### src/hw/rtl/upc_pkg.sv
// upc_pkg: shared types, character codes and helper functions for the
// URL percent codec. No dependencies.
package upc_pkg;

  localparam logic [7:0] CH_PCT      = 8'h25;  // '%'
  localparam logic [7:0] CH_PLUS     = 8'h2B;  // '+'
  localparam logic [7:0] CH_SPACE    = 8'h20;
  localparam logic [7:0] CH_SLASH    = 8'h2F;
  localparam logic [7:0] CH_DASH     = 8'h2D;
  localparam logic [7:0] CH_UNDER    = 8'h5F;
  localparam logic [7:0] CH_DOT      = 8'h2E;
  localparam logic [7:0] CH_TILDE    = 8'h7E;
  localparam logic [7:0] CH_0        = 8'h30;
  localparam logic [7:0] CH_9        = 8'h39;
  localparam logic [7:0] CH_UA       = 8'h41;
  localparam logic [7:0] CH_UF       = 8'h46;
  localparam logic [7:0] CH_UZ       = 8'h5A;
  localparam logic [7:0] CH_LA       = 8'h61;
  localparam logic [7:0] CH_LF       = 8'h66;
  localparam logic [7:0] CH_LZ       = 8'h7A;
  localparam logic [7:0] HEX_LC_OFS  = CH_LA - 8'd10;  // 87
  localparam logic [7:0] HEX_UC_OFS  = 8'd55;
  localparam logic [3:0] NIB_MASK    = 4'hF;

  // configuration register indexes
  localparam logic [1:0] REG_ENCODE_MODE  = 2'd0;
  localparam logic [1:0] REG_FORM_FLAVOUR = 2'd1;
  localparam logic [1:0] REG_KEEP_SPACE   = 2'd2;

  typedef enum logic [1:0] {
    PH_IDLE = 2'd0,
    PH_HIGH = 2'd1,
    PH_LOW  = 2'd2
  } phase_t;

  // up to three result bytes produced by one input beat
  typedef struct packed {
    logic [1:0] cnt;
    logic [7:0] b2;
    logic [7:0] b1;
    logic [7:0] b0;
    logic       str_end;
  } upc_group_t;

  function automatic logic [7:0] hex_digit(input logic [3:0] n);
    logic [7:0] n8;
    n8 = {4'h0, n & NIB_MASK};
    return (n < 4'd10) ? (n8 + CH_0) : (n8 + HEX_LC_OFS);
  endfunction

  function automatic logic [3:0] nibble_of(input logic [7:0] c);
    logic [7:0] d;
    d = 8'h00;
    if (c >= CH_0 && c <= CH_9)       d = c - CH_0;
    else if (c >= CH_UA && c <= CH_UF) d = c - HEX_UC_OFS;
    else if (c >= CH_LA && c <= CH_LF) d = c - HEX_LC_OFS;
    return d[3:0];
  endfunction

  function automatic logic unreserved(input logic [7:0] b);
    return (b >= CH_UA && b <= CH_UZ) || (b >= CH_LA && b <= CH_LZ) ||
           (b >= CH_0 && b <= CH_9) ||
           b == CH_DASH || b == CH_UNDER || b == CH_DOT || b == CH_TILDE;
  endfunction

endpackage

### src/hw/rtl/upc_core.sv
// upc_core: configuration registers, decode escape state and the
// per-beat translation into a result group. Depends on upc_pkg.
module upc_core (
  input  logic               clk,
  input  logic               rst_n,
  input  logic               cfg_we,
  input  logic [1:0]         cfg_index,
  input  logic               cfg_wdata,
  input  logic               acc,
  input  logic [7:0]         in_byte,
  input  logic               in_last,
  output upc_pkg::upc_group_t grp
);
  import upc_pkg::*;

  logic       encode_mode_r, encode_mode_nxt;
  logic       form_flavour_r, form_flavour_nxt;
  logic       keep_space_r, keep_space_nxt;
  phase_t     phase_r, phase_nxt;
  logic [3:0] high_nibble_r, high_nibble_nxt;

  always_comb begin
    encode_mode_nxt  = encode_mode_r;
    form_flavour_nxt = form_flavour_r;
    keep_space_nxt   = keep_space_r;
    if (cfg_we) begin
      case (cfg_index)
        REG_ENCODE_MODE:  encode_mode_nxt  = cfg_wdata;
        REG_FORM_FLAVOUR: form_flavour_nxt = cfg_wdata;
        REG_KEEP_SPACE:   keep_space_nxt   = cfg_wdata;
        default: ;
      endcase
    end
  end

  // translation of one beat
  always_comb begin
    logic [3:0] nib;
    nib             = nibble_of(in_byte);
    grp.cnt         = 2'd1;
    grp.b0          = in_byte;
    grp.b1          = hex_digit(in_byte[7:4]);
    grp.b2          = hex_digit(in_byte[3:0]);
    grp.str_end     = in_last;
    phase_nxt       = PH_IDLE;
    high_nibble_nxt = high_nibble_r;
    if (encode_mode_r) begin
      if (unreserved(in_byte) || (!form_flavour_r && in_byte == CH_SLASH)) begin
        grp.b0 = in_byte;
      end else if (in_byte == CH_SPACE && form_flavour_r) begin
        grp.b0 = CH_PLUS;
      end else if (in_byte == CH_SPACE && keep_space_r) begin
        grp.b0 = CH_SPACE;
      end else begin
        grp.cnt = 2'd3;
        grp.b0  = CH_PCT;
      end
    end else begin
      case (phase_r)
        PH_HIGH: begin
          grp.cnt         = 2'd0;
          high_nibble_nxt = nib;
          phase_nxt       = in_last ? PH_IDLE : PH_LOW;
        end
        PH_LOW: begin
          grp.b0 = {high_nibble_r, nib};
        end
        default: begin
          if (in_byte == CH_PCT) begin
            grp.cnt   = 2'd0;
            phase_nxt = in_last ? PH_IDLE : PH_HIGH;
          end else if (in_byte == CH_PLUS && form_flavour_r) begin
            grp.b0 = CH_SPACE;
          end
        end
      endcase
    end
  end

  always_ff @(posedge clk) begin
    if (!rst_n) begin
      encode_mode_r  <= 1'b0;
      form_flavour_r <= 1'b1;
      keep_space_r   <= 1'b0;
      phase_r        <= PH_IDLE;
      high_nibble_r  <= 4'h0;
    end else begin
      encode_mode_r  <= encode_mode_nxt;
      form_flavour_r <= form_flavour_nxt;
      keep_space_r   <= keep_space_nxt;
      if (acc) begin
        phase_r       <= phase_nxt;
        high_nibble_r <= high_nibble_nxt;
      end
    end
  end

  a_enc_clears_phase: assert property (@(posedge clk) disable iff (!rst_n)
    acc && encode_mode_r |=> phase_r == PH_IDLE)
    else $error("escape state left pending after encode beat");

  a_last_ends_escape: assert property (@(posedge clk) disable iff (!rst_n)
    acc && in_last |=> phase_r == PH_IDLE)
    else $error("escape carried across string end");

endmodule

### src/hw/rtl/upc_emit.sv
// upc_emit: holds one result group and serializes it onto the output
// channel one byte per beat. Depends on upc_pkg.
module upc_emit (
  input  logic                clk,
  input  logic                rst_n,
  input  logic                grp_valid,
  output logic                grp_ready,
  input  upc_pkg::upc_group_t grp,
  output logic                out_valid,
  input  logic                out_ready,
  output logic [7:0]          out_byte,
  output logic                out_last,
  output logic                out_string_end
);
  import upc_pkg::*;

  upc_group_t grp_r, grp_nxt;
  logic       valid_r, valid_nxt;
  logic [1:0] idx_r, idx_nxt;
  logic       at_last;

  assign at_last   = (idx_r == grp_r.cnt - 2'd1);
  // accept a group when idle or as the held group's last byte leaves
  assign grp_ready = !valid_r || (out_ready && at_last);

  always_comb begin
    grp_nxt   = grp_r;
    valid_nxt = valid_r;
    idx_nxt   = idx_r;
    if (grp_valid && grp_ready) begin
      grp_nxt   = grp;
      valid_nxt = (grp.cnt != 2'd0);
      idx_nxt   = 2'd0;
    end else if (valid_r && out_ready) begin
      if (at_last) valid_nxt = 1'b0;
      else         idx_nxt   = idx_r + 2'd1;
    end
  end

  always_ff @(posedge clk) begin
    grp_r <= grp_nxt;
    if (!rst_n) begin
      valid_r <= 1'b0;
      idx_r   <= 2'd0;
    end else begin
      valid_r <= valid_nxt;
      idx_r   <= idx_nxt;
    end
  end

  always_comb begin
    case (idx_r)
      2'd0:    out_byte = grp_r.b0;
      2'd1:    out_byte = grp_r.b1;
      default: out_byte = grp_r.b2;
    endcase
  end

  assign out_valid      = valid_r;
  assign out_last       = at_last;
  assign out_string_end = grp_r.str_end;

  a_idx_in_group: assert property (@(posedge clk) disable iff (!rst_n)
    valid_r |-> (grp_r.cnt != 2'd0) && (idx_r < grp_r.cnt))
    else $error("byte index outside held group");

  a_group_continues: assert property (@(posedge clk) disable iff (!rst_n)
    valid_r && out_ready && !at_last |=> valid_r && idx_r == $past(idx_r) + 2'd1)
    else $error("group cut short");

endmodule

### src/hw/rtl/url_percent_codec.sv
// url_percent_codec: top level of the streaming URL percent encoder/decoder.
// Depends on upc_pkg, upc_core, upc_emit.
//
//   channel | ports                                   | direction
//   --------+-----------------------------------------+----------
//   in      | in_valid in_ready in_byte in_last       | sink
//   out     | out_valid out_ready out_byte out_last   | source
//           | out_string_end                          |
//   cfg     | cfg_we cfg_index cfg_wdata              | write only
//
// Each input beat is translated into a group of 0, 1 or 3 bytes
// held in the output register. The single output port sets the rate: an
// escaped byte in encode mode leaves as three bytes, others as one or none.
// The next input beat is taken in the cycle the last byte of a group leaves.
// Reset is synchronous; it restores config defaults and clears the escape
// state. A stalled output holds its byte and stalls the input.
module url_percent_codec (
  input  logic       clk,
  input  logic       rst_n,
  input  logic       cfg_we,
  input  logic [1:0] cfg_index,
  input  logic       cfg_wdata,
  input  logic       in_valid,
  output logic       in_ready,
  input  logic [7:0] in_byte,
  input  logic       in_last,
  output logic       out_valid,
  input  logic       out_ready,
  output logic [7:0] out_byte,
  output logic       out_last,
  output logic       out_string_end
);
  import upc_pkg::*;

  upc_group_t grp;
  logic       acc;

  assign acc = in_valid && in_ready;

  upc_core u_core (
    .clk       (clk),
    .rst_n     (rst_n),
    .cfg_we    (cfg_we),
    .cfg_index (cfg_index),
    .cfg_wdata (cfg_wdata),
    .acc       (acc),
    .in_byte   (in_byte),
    .in_last   (in_last),
    .grp       (grp)
  );

  upc_emit u_emit (
    .clk            (clk),
    .rst_n          (rst_n),
    .grp_valid      (in_valid),
    .grp_ready      (in_ready),
    .grp            (grp),
    .out_valid      (out_valid),
    .out_ready      (out_ready),
    .out_byte       (out_byte),
    .out_last       (out_last),
    .out_string_end (out_string_end)
  );

endmodule
### config.mk
export PLATFORM = sky130hd
export DESIGN_NAME = url_percent_codec
export DESIGN_NICKNAME = d
export VERILOG_FILES = /design/src/hw/rtl/upc_pkg.sv /design/src/hw/rtl/upc_core.sv /design/src/hw/rtl/upc_emit.sv /design/src/hw/rtl/url_percent_codec.sv
export SDC_FILE = /design/constraint.sdc
export NUM_CORES = 1
export LEC_CHECK = 0
export ABC_AREA = 0
export BUFFER_PORTS_ARGS = -buffer_cell sky130_fd_sc_hd__buf_4
export CAP_MARGIN = 20
export CORE_ASPECT_RATIO = 1.75
export CORE_MARGIN = 4
export CORE_UTILIZATION = 58
export CTS_CLUSTER_SIZE = 16
export DETAILED_ROUTE_END_ITERATION = 12
export PLACE_DENSITY = 0.8
export SLEW_MARGIN = 25
export SYNTH_ARGS = -nofsm -noshare
export SYNTH_HDL_FRONTEND = slang
export SYNTH_SLANG_ARGS = --single-unit
### constraint.sdc
create_clock -name clk -period 2.7 [get_ports clk]
set_input_delay 0.135 -clock clk [delete_from_list [all_inputs] [get_ports clk]]
set_output_delay 0.135 -clock clk [all_outputs]
set_load 0.01 [all_outputs]
# Word-level counts from Yosys, hierarchy flattened
# Cells that the tools add are included.
[op_classes]
bitwise_logic = 3
n_addsub = 9
order_cmp = 10
mux = 27
reduce_logical = 34
n_eq_ne = 14
[ops]
columns = ["cell", "n"]
rows = [
  ["8-bit 2-to-1 mux", 7],
  ["8-bit by 6-bit equality test with 1-bit output, second input constant", 6],
  ["8-bit by 7-bit less-or-equal comparator with 1-bit output, second input constant", 4],
  ["8-bit case mux with 2 select lines", 2],
  ["4-bit by 7-bit adder with 8-bit output, second input constant", 2],
  ["8-bit by 7-bit equality test with 1-bit output, second input constant", 2],
  ["8-bit by 7-bit >= comparator with 1-bit output, second input constant", 2],
  ["4-bit by 6-bit adder with 7-bit output, second input constant", 2],
  ["2-bit 2-to-1 mux", 7],
  ["1-bit logical AND", 12],
  ["4-bit 2-to-1 mux", 3],
  ["2-bit AND reduction", 5],
  ["8-bit by 6-bit >= comparator with 1-bit output, second input constant", 1],
  ["8-bit by 6-bit less-or-equal comparator with 1-bit output, second input constant", 1],
  ["1-bit logical OR", 8],
  ["4-bit < comparator, second input constant", 2],
  ["2-bit case mux with 2 select lines", 2],
  ["4-bit by 3-bit subtractor with 4-bit output, second input constant", 2],
  ["2-bit by 1-bit equality test with 1-bit output, second input constant", 3],
  ["2-bit nonzero test", 3],
  ["1-bit 2-to-1 mux", 5],
  ["2-bit equality test, second input constant", 2],
  ["2-bit zero test", 2],
  ["4-bit by 1-bit subtractor with 4-bit output, second input constant", 1],
  ["other kinds (8)", 11],
]
[word_totals]
regBits = 39
out_inout_bits = 12
inputBits = 17

# Logic depth before layout (Yosys ltp)
[depth]
word_depth = 13
depth_mapped = 9
mapped_depth_nobuf = 8

# Modules after synthesis
# A second synthesis with hierarchy kept.
[hier_totals]
cells_unflattened = 292
area_unflattened_um2 = 2638.8
[by_module_without_submodules]
columns = ["module", "area_each_um2", "seq_area_each_um2", "instances", "cells_each"]
rows = [
  ["upc_core", 1432.6, 180.2, 1, 205],
  ["upc_emit", 1199.9, 870.8, 1, 86],
  ["url_percent_codec", 6.3, 0.0, 1, 1],
]

# Worst setup path before layout
# Ideal clock, no wire load.
[synth_path]
kind = "reg2reg"
startpoint = "register u_emit.grp_r[26] (netlist name)"
endpoint = "register u_emit.grp_r[10] (netlist name) (enable)"
path_stages_with_launch = 6
setup_slack_ps = 322
setup_time_ps = 394
t_required_ps = 2306
arrival_time_ps = 1985
cell_sequence = "edfxtp_1 > xnor2_1 > mux2i_1 > o21ai_1 > and2_1 > clkbuf_1"
[synth_via]
elab_chain_cells = 5
[synth_rtl]
columns = ["item", "line", "rtl"]
rows = [
  ["from (decl)", "upc_emit.sv:17", "upc_group_t grp_r, grp_nxt;"],
  ["from (signal assigned)", "upc_emit.sv:41", "grp_r <= grp_nxt;"],
  ["2-bit by 1-bit subtractor with 2-bit output", "upc_emit.sv:22", "assign at_last = (idx_r == grp_r.cnt - 2'd1);"],
  ["2-bit equality test", "upc_emit.sv:22", ""],
  ["1-bit logical AND", "upc_emit.sv:24", "assign grp_ready = !valid_r || (out_ready && at_last);"],
  ["1-bit logical OR", "upc_emit.sv:24", ""],
  ["via in_ready", "url_percent_codec.sv:24", "output logic in_ready,"],
  ["1-bit logical AND", "--", ""],
  ["via acc", "url_percent_codec.sv:36", "logic acc;"],
]
# The timed path passes the listed nets, and every way through them passes these cells.
# A chain may end at the register's enable or synchronous reset.

==> out/results.tsv <==
stage	metric	value	unit
clock_tree	Clock transition at path regs	0.07	ns
synthesis	most common cell in the netlist	nand2_1	
sta	RSZ-0062 raised after global routing	false	
critical_path	Slowest Stage Delay on Critical Path	0.39	ns
synthesis	synthesized cell area	2390	µm²
clock_tree	Root Driver	clkbuf_8	
sta	fmax	0.421	GHz
power	Leak Pwr	1.08	nW
synthesis	#FFs+latches synth	37	
floorplan	core area	3940	µm²
global_routing	GRT Total Usage	0.216	
synthesis	fraction of registers with async set/reset	0	
clock_tree	H-Tree Depth	2	
global_routing	largest net degree at the start of global routing	26	
critical_path	worst-path cell chain	inv_1 -> ha_1 -> nor4bb_1 -> nand4_1 -> a32oi_1 -> inv_1 -> a221o_1 -> o211a_1	
drt	WL/cell	16.4	µm
critical_path	Worst setup EP type	register	
floorplan	Die ar.	5250	µm²
synthesis	Post-synth top flop	edfxtp_1	
flow_run	maxcap violations	0	
drt	Via Count	2028	
clock_tree	Post-CTS Setup Bufs	0	
place	pre-CTS setup slack	0.221	ns
drt	drt drc	0	
synthesis	Synth area leader	edfxtp_1	
sta	# setup viols final	0	
global_routing	first-pass GRT wire length	8.89	mm
critical_path	Largest delay share family, worst path	compound AO/OA/AOI/OAI gates	
finish	# diodes	0	
critical_path	CP startpoint kind	register	
synthesis	sequential cell area fraction in the yosys report	0.414	
drt	routed vias/inst	6.18	
critical_path	critical path class	reg -> reg	
clock_tree	CTS sink count	37	
floorplan	initial core utilization	0.607	
critical_path	Crit Path Max Fanout	3	
synthesis	synthesized area per cell	9.45	µm²
finish	share of cells above drive strength 1	0.175	
drt	DRT iter0 DRCs	89	
place	routability cong.	0.938	
floorplan	# IOs	29	
clock_tree	CTS resizes	0	
drt	Routed WL	5.39	mm
synthesis	largest cells by area after synthesis	edfxtp_1, dfxtp_1, ha_1, nand2_1, a22oi_1	
sta	fin crit share	0.879	
synthesis	Post-synth EDFFs	25	
finish	Fillers	302	
synthesis	post-synth cell types	56	
finish	Syn-to-layout area delta	13.9	%
synthesis	synth warn	0	
critical_path	Req. time, crit path	2.74	ns
critical_path	Buf+Inv Stages, Crit Path	2	
floorplan	site row count	30	
sta	final setup skew	0.00601	ns
clock_tree	CTS Hold Bufs	0	
drt	TritonRoute pass-1 iters	5	
global_routing	initial antenna violation count	0	
power	Total Power	1.26	mW
sta	Slew HR	0.644	
place	placed cell count	320	
clock_tree	Clock Latency Late Sink	0.28	ns
synthesis	Mapped Cells	253	
place	DP HPWL	4.16	mm
sta	minimum clock period	2.37	ns
synthesis	top post-synthesis cells by count	nand2_1, edfxtp_1, nor2_1, a21oi_1, inv_1	
critical_path	Most common cell on crit path	inv_1	
clock_tree	Longest Clk Path Bufs	2	
clock_tree	CTS tree	done	
sta	PnR worst setup slack	0.326	ns
sta	Hold Vio Cnt, Final	0	
critical_path	Crit-path slowest cell	nor4bb_1	
sta	Max Slew Vio Count	0	
place	IO Port Bufs	28	
synthesis	Synth top area share	0.314	
critical_path	Arrival @ worst endpoint	2.41	ns
worst_hold_path	Worst Hold Class	in -> reg	
drt	ANT nets after route	0	
clock_tree	CTS Buf Count	5	
finish	final instance count without filler cells	328	
power	peak supply drop	0.323	mV
global_routing	vias in the first global route	1878	
sta	Setup TNS	0	ns
global_routing	gr ovfl total	0	
outcome	status	finished, final reports clean	
sta	worst hold margin	0.0324	ns
power	pwr dens	462	nW/µm²
floorplan	die height	92.9	µm
floorplan	chip width	56.5	µm
finish	nets@finish	309	
sta	Worst Tran Pin Value	0.528	ns
-- worst register-to-register path: cells and delay by family (launching register included) --
kind            cells  cell delay [ns]
compound gates      3             0.69
buf+inv             2             0.15
flops               1             0.36
simple gates        2             0.62
fa+ha+maj           1             0.31
-- stage by stage --
| stage | util | instance area [µm²] |
|---|---|---|
| global route | 0.691 | 2720 |
| finish | 0.691 | 2720 |
| floorplan | - | 2390 |
| detailed placement | 0.668 | 2630 |
| CTS | 0.691 | 2720 |
| global placement | 0.668 | 2630 |
-- power breakdown --
group / switching, mW / leakage, nW / internal [mW]
clock network: 0.181 / 0.0486 / 0.202
registers: 0.0126 / 0.335 / 0.641
logic: 0.128 / 0.700 / 0.0946
-- placed cells by master, fill, tap and decap left out, types with 5 or more instances in the layout --
master	netlist	final
a21oi_1	15	15
clkbuf_8	0	6
and2_1	5	5
inv_1	15	15
buf_4	0	32
o21ai_0	12	12
nand2_1	28	28
edfxtp_1	25	25
dfxtp_1	12	12
nand3_1	6	6
ha_1	13	13
a22oi_1	13	13
nor2_1	18	18
nor2b_1	5	5
-- layer usage --
metal | vias to the layer above | track usage | part of all wire
met5 | - | 0 | 0
met2 | 73 | 0.395 | 0.53
met4 | 0 | 0.0950 | 0.033
met1 | 945 | 0.239 | 0.38
li1 | 991 | - | -
met3 | 19 | 0.0335 | 0.052
-- cell type report --
cell class                 count  area [µm²]  area share
clock inverter                 2        8.76     0.00322
timing repair buffer          32         240      0.0882
tap                           48        60.1      0.0221
sequential                    37         991       0.364
clock buffer                   6        82.6      0.0303
multi-input combinational    186        1280       0.469
inverter                      17        63.8      0.0234
-- flip-flops by register name, summed over array words and instances (netlist names) --
name / cells
u_core.high_nibble_r: 4
u_emit.out_valid: 1
u_core.phase_r: 2
u_emit.out_string_end: 1
u_core.form_flavour_r: 1
u_core.keep_space_r: 1
u_emit.grp_r: 24
u_emit.idx_r: 2
u_core.encode_mode_r: 1
-- final timing paths --
kind,slack (ns),to,start,cells past startpoint
max,0.33,u_emit.grp_r[2]$_DFFE_PP_,u_core.phase_r[0]$_SDFFE_PN0P_,8
min,0.03,u_emit.out_string_end$_DFFE_PP_,in_last,1
max reg2reg,0.33,u_emit.grp_r[2]$_DFFE_PP_,u_core.phase_r[0]$_SDFFE_PN0P_,8
min reg2reg,0.48,u_core.high_nibble_r[2]$_SDFFE_PN0P_,u_core.high_nibble_r[2]$_SDFFE_PN0P_,2
-- cells by family after synthesis --
logic type	Yosys count	share of synthesized area
AO/OA/AOI/OAI	73	0.228
XOR/XNOR	4	0.0147
adder cells (fa/ha/maj)	13	0.0680
buffers and inverters	31	0.0534
flip-flops	37	0.414
multiplexers	4	0.0167
other	1	0.00157
AND/OR/NAND/NOR	90	0.204
Power figures use the tool's default switching activity.
